--- src/rtl/nlwt_pkg.sv ---
// Package for the nearest leaf weighted tree block.
// It holds field widths, reset values, register addresses and request codes.
// It depends on nothing.
package nlwt_pkg;

  localparam int unsigned DefMaxNodes   = 64;
  localparam int unsigned DefWeightBits = 16;

  localparam int unsigned NodeFieldBits   = 6;
  localparam int unsigned WeightFieldBits = 16;
  localparam int unsigned CountBits       = 7;
  localparam int unsigned PaddrBits       = 3;
  localparam int unsigned PdataBits       = 32;

  localparam logic [CountBits-1:0] NodeCountRst = 7'd64;
  localparam logic [PaddrBits-1:0] AddrNodeCount = 3'd0;

  typedef enum logic {
    ACT_EDGE  = 1'b0,
    ACT_QUERY = 1'b1
  } action_e;

endpackage

--- src/rtl/nlwt_cfg.sv ---
// APB-style configuration register file holding the node count.
// It depends on nlwt_pkg for widths, addresses and the reset value.
module nlwt_cfg (
  input  logic                                 clk_i,
  input  logic                                 rst_ni,
  input  logic                                 psel,
  input  logic                                 penable,
  input  logic                                 pwrite,
  input  logic [nlwt_pkg::PaddrBits-1:0]       paddr,
  input  logic [nlwt_pkg::PdataBits-1:0]       pwdata,
  output logic [nlwt_pkg::PdataBits-1:0]       prdata,
  output logic                                 pready,
  output logic [nlwt_pkg::CountBits-1:0]       node_count_o
);

  logic [nlwt_pkg::CountBits-1:0] node_count_q, node_count_d;

  assign pready = 1'b1;

  always_comb begin
    node_count_d = node_count_q;
    if (psel && penable && pwrite && (paddr == nlwt_pkg::AddrNodeCount)) begin
      node_count_d = pwdata[nlwt_pkg::CountBits-1:0];
    end
  end

  always_ff @(posedge clk_i or negedge rst_ni) begin
    if (!rst_ni) begin
      node_count_q <= nlwt_pkg::NodeCountRst;
    end else begin
      node_count_q <= node_count_d;
    end
  end

  always_comb begin
    prdata = '0;
    if (paddr == nlwt_pkg::AddrNodeCount) begin
      prdata = nlwt_pkg::PdataBits'(node_count_q);
    end
  end

  assign node_count_o = node_count_q;

endmodule

--- config.mk ---
export PLATFORM = sky130hd
export DESIGN_NAME = nlwt_cfg
export DESIGN_NICKNAME = d
export VERILOG_FILES = /design/src/rtl/nlwt_pkg.sv /design/src/rtl/nlwt_cfg.sv
export SDC_FILE = /design/constraint.sdc
export NUM_CORES = 1
export LEC_CHECK = 0
export BUFFER_PORTS_ARGS = -buffer_cell sky130_fd_sc_hd__buf_2
export CAP_MARGIN = 20
export CORE_MARGIN = 5
export CORE_UTILIZATION = 29
export DETAILED_ROUTE_END_ITERATION = 10
export GPL_ROUTABILITY_DRIVEN = 0
export HOLD_SLACK_MARGIN = 0.15
export PLACE_DENSITY_LB_ADDON = 0.3
export SETUP_SLACK_MARGIN = 0.02
export SLEW_MARGIN = 20
export SYNTH_ARGS = -nofsm -noshare
export SYNTH_HDL_FRONTEND = slang
export SYNTH_SLANG_ARGS = --single-unit
--- constraint.sdc ---
create_clock -name clk_i -period 1 [get_ports clk_i]
set_input_delay 0.1 -clock clk_i [delete_from_list [all_inputs] [get_ports clk_i]]
set_output_delay 0.1 -clock clk_i [all_outputs]
set_load 0.005 [all_outputs]
==> results.py <==
metrics = {
    "run_status": {
        "status": "complete, but fails checks",
        "violations": "setup timing",
    },
    "clock_network": {
        "clock_sinks": 7,
        "path_clk_slew_ns": 0.06,
        "clk_root_buffer_cell": "clkbuf_4",
        "cts_tree": "done",
        "cts_buffer_depth": 2,
        "htree_levels": 1,
        "clkLatencyLatePin_ns": 0.25,
        "numCtsBuffers": 3,
    },
    "synth": {
        "synthAdderAreaFrac": 0,
        "yosys_warnings": 0,
        "synth_compound_area_frac": 0,
        "netlist-cell-type-count": 9,
        "synth_mux_area_frac": 0.146,
        "synth_top_family_by_area": "buffers and inverters",
        "synth_xor_area_frac": 0,
        "avgSynthCellArea_sq_um": 10.4,
        "syn_area_sq_um": 541,
        "synthSimpleGateAreaFrac": 0.132,
        "ys_seq_area_frac": 0.326,
        "synth_cells": 52,
        "ys_ff_latch": 7,
    },
    "setup_path": {
        "start_kind": "flop",
        "end_kind": "output pin",
        "path_max_fanout": 3,
        "critical_path_class": "reg2out",
        "worst_ep_arrival_time_ns": 0.99,
        "worstPathRequired_ns": 0.90,
        "crit_start": "node_count_o[6]",
        "rr_worst_depth": 2,
        "r2r_start": "node_count_o[0]",
    },
    "hold_path": {
        "hold_path_class": "in2async",
    },
    "drt": {
        "drt_iter0_markers": 1,
        "vias": 438,
        "wire_per_inst_um": 10.6,
        "dr.pass1.iters": 2,
        "wl_mm": 1.30,
        "vias_per_cell": 3.56,
        "drtAntennaViolNets": 0,
        "drc": 0,
    },
    "final_layout": {
        "final_common_cell": "conb_1",
        "layout_common_cells": "26 x conb_1, 19 x buf_6, 15 x buf_2, 8 x dlygate4sd3_1, 7 x and2_4",
        "layout.nets": 139,
        "drive_above_1_share": 0.582,
        "diodes": 0,
        "area_growth_pct": 69.0,
        "postLayoutCellArea_sq_um": 913,
        "largest_reg_flops": 7,
    },
    "timing": {
        "period_share": 1.09,
        "finalHoldWorstSlack_ns": 0.212,
        "drv_slew": 0,
        "min_period_ns": 1.09,
        "layout_setup_ws_ns": -0.0916,
        "rsz0062_at_grt": "yes",
        "max_freq_mhz": 916,
        "skew_ns": 0,
        "setup-violations-final": 1,
        "hold_viol": 0,
    },
    "place": {
        "io_buffer_count": 28,
        "hpwlAfterDp_um": 967,
        "postPlaceCellArea_sq_um": 647,
    },
    "grt": {
        "grt_usage": 0.0918,
        "antenna_found_initial": 0,
        "grt_max_degree": 8,
        "gr-total-overflow": 0,
        "grt_pass1_wl_mm": 1.84,
        "first_global_vias": 454,
    },
    "power_and_ir_drop": {
        "p_leak_nw": 0.495,
        "vdd_ir_drop_max_uv": 739,
        "p_per_area_nw_per_um2": 1190,
    },
    "floorplan": {
        "num_rows": 15,
        "fp.dieW_um": 53.2,
        "die_area_sq_um": 2830,
        "initial_core_util": 0.310,
        "ios": 80,
        "core-area_sq_um": 1750,
        "die_h_um": 53.2,
    },
    "job": {
        "max-cap-violations": 0,
    },
}
per-stage QoR:
stage	TNS [ns]	util	total power, mW	worst slack [ns]	cells
finish	-0.0916	0.523	1.09	-0.0916	123
global route	-0.198	0.523	1.16	-0.124	123
CTS	-0.109	0.480	1.02	-0.107	123
detailed placement	-1.28	0.371	0.618	-0.191	105
global placement	-1.21	0.371	0.616	-0.176	105
floorplan	-0.582	-	0.575	-0.0843	76
worst max-delay path: stages, from the launching register on:
cell and delay [ns]:
dfstp_2 0.53, and2_4 0.13, buf_6 0.08
per-layer routing:
metal / global-route usage / wire (um) / up-vias
li1: - / - / 205
met1: 0.0840 / 436 / 201
met2: 0.180 / 691 / 32
met3: 0.0394 / 170 / 0
met4: 0.0255 / 0 / 0
met5: 0 / 0 / -
cells by family (layout without fill, tap and decap cells):
kind of cell           Yosys count  in the layout
buffers and inverters           27             49
and+or+nand+nor                  9              9
other                            2             26
muxes                            7              7
DFF                              7              7
final timing paths:
| path | to | slack, ns |
|---|---|---|
| setup / recovery | prdata[6] | -0.09 |
| hold / removal | node_count_o[2] | 0.21 |
| setup reg to reg | node_count_o[0] | 0.11 |
| hold reg to reg | node_count_o[1] | 0.61 |
| max in group asynchronous | node_count_o[6] | 0.55 |
| min in group clk_i | node_count_o[2] | 0.45 |
power by group:
group | internal, mW | switching, mW | total [mW]
logic | 0.314 | 0.136 | 0.450
registers | 0.345 | 0.0375 | 0.383
clock network | 0.152 | 0.105 | 0.257
timing repair:
item | in CTS | in global routing
setup endpoints to repair | 8 | 19
setup buffers | 6 | 0
endpoints found under the hold margin | 14 | 0
hold buffers | 8 | 0
resized for setup | 14 | 13
cell usage after synthesis:
library cell  number  area (sq um)
buf_6              1          11.3
nor3_2             1          10.0
dfrtp_1            6           150
and2_2             7          52.6
buf_4             26           195
dfstp_2            1          26.3
conb_1             2          7.51
and4_1             1          8.76
mux2_2             7          78.8
cell type report:
cell class | count | area (sq um)
tap | 25 | 31.3
clock buffer | 4 | 26.3
timing repair buffer | 45 | 392
multi-input combinational | 42 | 288
sequential | 7 | 176
fill | 168 | 832
Power figures use the tool's default switching activity.
