<file path="src/rtl/nlwt_ram.sv">
// Single write port, single read port memory with a registered read.
// It is used for the weight matrix and for the walk stack; no dependencies.
module nlwt_ram #(
  parameter int unsigned Depth    = 64,
  parameter int unsigned DataBits = 16,
  localparam int unsigned AddrBits = (Depth > 1) ? $clog2(Depth) : 1
) (
  input  logic                clk_i,
  input  logic                we_i,
  input  logic [AddrBits-1:0] waddr_i,
  input  logic [DataBits-1:0] wdata_i,
  input  logic [AddrBits-1:0] raddr_i,
  output logic [DataBits-1:0] rdata_o
);

  logic [DataBits-1:0] mem [Depth];

  always_ff @(posedge clk_i) begin
    if (we_i) begin
      mem[waddr_i] <= wdata_i;
    end
  end

  always_ff @(posedge clk_i) begin
    rdata_o <= mem[raddr_i];
  end

endmodule

</file>
<file path="config.mk">
export PLATFORM = sky130hd
export DESIGN_NAME = nlwt_ram
export DESIGN_NICKNAME = d
export VERILOG_FILES = /design/src/rtl/nlwt_ram.sv
export SDC_FILE = /design/constraint.sdc
export NUM_CORES = 1
export LEC_CHECK = 0
export ABC_CLOCK_PERIOD_IN_PS = 2100
export BUFFER_PORTS_ARGS = -buffer_cell sky130_fd_sc_hd__buf_2
export CAP_MARGIN = 20
export CORE_MARGIN = 1.5
export CORE_UTILIZATION = 55
export DETAILED_ROUTE_END_ITERATION = 8
export PLACE_DENSITY = 0.82
export SYNTH_ARGS = -nofsm -noshare
export SYNTH_HDL_FRONTEND = slang
export SYNTH_SLANG_ARGS = --single-unit
</file>
<file path="constraint.sdc">
create_clock -name clk_i -period 2.1 [get_ports clk_i]
set_input_delay 0 -clock clk_i [delete_from_list [all_inputs] [get_ports clk_i]]
set_output_delay 0 -clock clk_i [all_outputs]
set_load 0.02 [all_outputs]
</file>
==> key figures <==
Final layout
  • Area growth from synthesis to layout: 16.1%
  • Area of the multi-input gates: just over 0.008 mm²
  • Area of all placed cells without fillers: approximately 0.047 mm²
  • Storage element area: 0.0311 mm²
  • Net count reported at finish: 2155
  • Utilization of the core after routing: 0.648
  • Total of fill cells in the finished design: 4267
  • Fraction of final layout cells sized beyond drive strength 1: 0.315

Yosys
  • Count of synthesis-stage warnings from yosys: 0
  • Portion of synthesized cell area occupied by the leading cell type: 0.768
  • Synth area leader: sky130_fd_sc_hd__edfxtp_1
  • Mapped Area: roughly 0.04 mm²
  • Primary FF master, synth: sky130_fd_sc_hd__edfxtp_1
  • Number of flops mapped to enable cells by yosys: 1024
  • Async S/R FF share, synth: 0
  • Average instance area after synthesis: around 22 µm²
  • Count of mapped cells out of synthesis: 1829
  • Yosys reg bits: 1040
  • Synth top area cells: sky130_fd_sc_hd__edfxtp_1, sky130_fd_sc_hd__mux4_2, sky130_fd_sc_hd__mux2i_1, sky130_fd_sc_hd__dfxtp_1, sky130_fd_sc_hd__mux2_2
  • Number of different library cells in the post-synthesis netlist: 43
  • Post-synthesis sequential area ratio: 0.776
  • Mapped Nets: ~1900

STA
  • Pin slew with the least headroom to its limit: about 0.98 ns
  • Setup skew after layout: 0.0279 ns
  • Minimum hold slack: 0.0584 ns
  • Sum of negative setup slack: 0 ns
  • Number of pins with negative max-slew slack in the final report: 0
  • Max_slew headroom: 0.344
  • # setup viols final: 0
  • Share of the cycle needed by the critical path after routing: 0.968
  • Setup repair after global routing missed its margin: no
  • Final hold vios: 0
  • Final Critical Period: 2.03 ns
  • FMAX: slightly below 0.5 GHz

Power
  • Maximum resistive drop on vdd: 0.656 mV
  • Ratio of total power to cell area: 941 mW/mm²
  • Logic gate share of total power: 0.058
  • Sw power: just over 9 mW
  • Switching Share: 0.210
  • Relative contribution of sequential cells to total power: 0.527
  • Power share of the clock group: 0.416
  • LEAKAGE: 15.2 nW
  • Internal power: 34.6 mW

Setup path
  • Req. time, crit path: 2.61 ns
  • Slowest stage cell on the critical path: sky130_fd_sc_hd__mux4_2
  • Crit path arrival time: 2.55 ns
  • Startpoint types: flop
  • Crit path largest cell delay: 0.50 ns
  • Classification of the worst setup path: reg -> reg
  • Kind of end point of the critical path: flop
  • Cell-by-cell listing of the critical path: mux4_2 > nor2b_1 > a211o_1 > a31oi_1 > buf_4 > a311oi_1
  • Largest fanout of any net on the critical path: 1

Global routing
  • Via count of the first global-routing pass: between 20000 and 25000
  • Overflow left after global routing: 0
  • Global-route wire length before repair: 147000 µm
  • Routing layer with the top usage in global route: met2
  • Global-route usage over all layers: 0.275
  • Pin count of the biggest net entering global routing: 65
  • Number of antenna violations at the first check in global routing: 7
  • Global Route met1 Usage: 0.361
  • Met2 demand-to-capacity share in global routing: 0.444
  • Met3 layer usage reported by global route: 0.0609

Placement
  • Post-DP HPWL: roughly 60000 µm
  • Placed cell area: between 0.04 and 0.05 mm²
  • Number of buffer cells added on primary ports: 45
  • Placer congestion estimate: 0.899

Floorplan
  • Starting utilization of the core area: 0.558
  • Core Box Area: 0.0717 mm²
  • Ports placed on the boundary: 46
  • Count of standard-cell rows: between 90 and 100
  • Die area: around 0.074 mm²
  • Die W: 273 µm
  • Die Y-Extent: ~270 µm

Routing
  • Detailed Route WL: 101000 µm
  • Post-DR wirelength/cell: roughly 32 µm
  • Average via count per standard cell: 6.63
  • DRC violation count after routing: 0
  • Detailed-route via count: 21000
  • Residual antenna-violating net count after detailed routing: 0
  • Violation count after the first detailed-route iteration: 3263
  • Number of detailed-routing iterations run before antenna repair: 6

Clocking
  • Clock Sinks: roughly 1000
  • Htree depth: 3
  • Deepest clock path buffer count: 3
  • Clock transition at the registers of the reported paths: 0.07 ns
  • TritonCTS clock tree: done
  • Latest clock arrival within the worst-skew pair: 0.67 ns
  • Cell at the root of the clock tree: sky130_fd_sc_hd__clkbuf_16
  • Number of setup buffers added after CTS: 0
  • Number of buffers created by CTS: 99

Worst hold path
  • Hold Crit Class: in -> reg

Status
  • Outcome: complete, no violations

Flow run
  • Max-cap violations: 0
## metal layers
layer  wire [µm]  up-vias
li1            -     8269
met1       34700    10700
met2       49300     1693
met5          85        -
met3       11800      307
met4        5140       12
## sequential cells by signal, summed over array words and instances, names as in the netlist
signal and flops:
rdata_o 16, mem 1024
## power groups by stage
stage / Clock, mW / Sequential, mW / Combinational, mW
after floorplan: 0 / 23.5 / 1.19
after global placement: 0 / 23.5 / 2.33
after detailed placement: 0 / 23.5 / 2.41
after CTS: 18.3 / 23.1 / 2.48
after global routing: 19.1 / 23.1 / 2.60
final: 18.2 / 23.1 / 2.52
## worst paths after layout
kind         depth (start not counted)          to        from  slack [ns]
max                                  6  rdata_o[3]   mem[9][3]        0.07
min                                  3  mem[49][6]  waddr_i[2]        0.06
max reg2reg                          6  rdata_o[3]   mem[9][3]        0.07
min reg2reg                          3  rdata_o[1]  mem[36][1]        0.89
## area by class of cell
| type | instances | area share |
|---|---|---|
| flip-flops and latches | 1040 | 0.668 |
| multi-input cells | 685 | 0.178 |
| clock inverters | 52 | 0.0112 |
| repair buffers | 299 | 0.0564 |
| well taps | 950 | 0.0256 |
| clock buffers | 135 | 0.0610 |
| diodes | 1 | 0.0000538 |
## kinds of logic after synthesis
logic type | after synthesis | synth area share
buffers and inverters | 104 | 0.0183
and+or+nand+nor | 220 | 0.0265
muxes | 336 | 0.155
AOI/OAI and AO/OA | 129 | 0.0241
DFF | 1040 | 0.776
## cell usage after synthesis, types with 3 or more instances
cell                          n
sky130_fd_sc_hd__nor2_1      72
sky130_fd_sc_hd__nand2_1     59
sky130_fd_sc_hd__a41oi_1      5
sky130_fd_sc_hd__dfxtp_1     16
sky130_fd_sc_hd__buf_8        3
sky130_fd_sc_hd__buf_6       17
sky130_fd_sc_hd__clkbuf_1    24
sky130_fd_sc_hd__buf_2       36
sky130_fd_sc_hd__a311oi_1     8
sky130_fd_sc_hd__buf_4       13
sky130_fd_sc_hd__o21ai_0      5
sky130_fd_sc_hd__a211oi_1     8
sky130_fd_sc_hd__mux4_2     220
sky130_fd_sc_hd__nand2b_1     3
sky130_fd_sc_hd__nor4_2       3
sky130_fd_sc_hd__mux4_1       4
sky130_fd_sc_hd__buf_1        3
sky130_fd_sc_hd__a221o_1      6
sky130_fd_sc_hd__mux2_2      27
sky130_fd_sc_hd__nand4_1     12
sky130_fd_sc_hd__buf_12       5
sky130_fd_sc_hd__and4_1       5
sky130_fd_sc_hd__a22o_1       6
sky130_fd_sc_hd__mux2i_1     85
sky130_fd_sc_hd__a221oi_1    16
sky130_fd_sc_hd__a21oi_1     17
sky130_fd_sc_hd__a22oi_1     39
sky130_fd_sc_hd__o21ai_1      3
sky130_fd_sc_hd__nor2b_1     30
sky130_fd_sc_hd__a31oi_1      8
sky130_fd_sc_hd__nand3_1     24
sky130_fd_sc_hd__a211o_1      8
sky130_fd_sc_hd__edfxtp_1  1024
## per-stage QoR
stage | std cells | setup slack (ns) | total power, mW
after detailed placement | 2957 | -0.115 | 25.9
after CTS | 3161 | 0.0776 | 43.9
after floorplan | 1829 | 0.0652 | 24.7
after global placement | 2957 | -0.0754 | 25.8
after global routing | 3161 | 0.0498 | 44.7
final | 3162 | 0.0665 | 43.8
## critical path: cells and delay by family (launching register included)
family	cells	cell delay, ns
compound gates	3	0.61
buf+inv	1	0.17
flops	1	0.42
mux	1	0.50
simple gates	1	0.18
## cell usage in the layout, fill, tap and decap left out, drive strengths merged, types with 4 or more instances in the layout
master and instances:
edfxtp 1024, buf 281, mux4 224, clkbuf 136
mux2i 85, nor2 74, nand2 60, a22oi 39
clkinv 35, nor2b 30, mux2 27, nand3 24
a21oi 17, dlygate4sd3 17, a221oi 16, dfxtp 16
nand4 12, bufinv 9, a211o 8, a211oi 8
a311oi 8, a31oi 8, o21ai 8, a22o 6
a221o 6, a41oi 5, and4 5, clkinvlp 4
inv 4
## repair_timing
action,CTS,global route
endpoints found under the setup margin,1,1
gates resized for setup,1,1
hold buffers,17,0
endpoints found under the hold margin,444,0
Note: power is estimated with default switching activity, not from simulation.
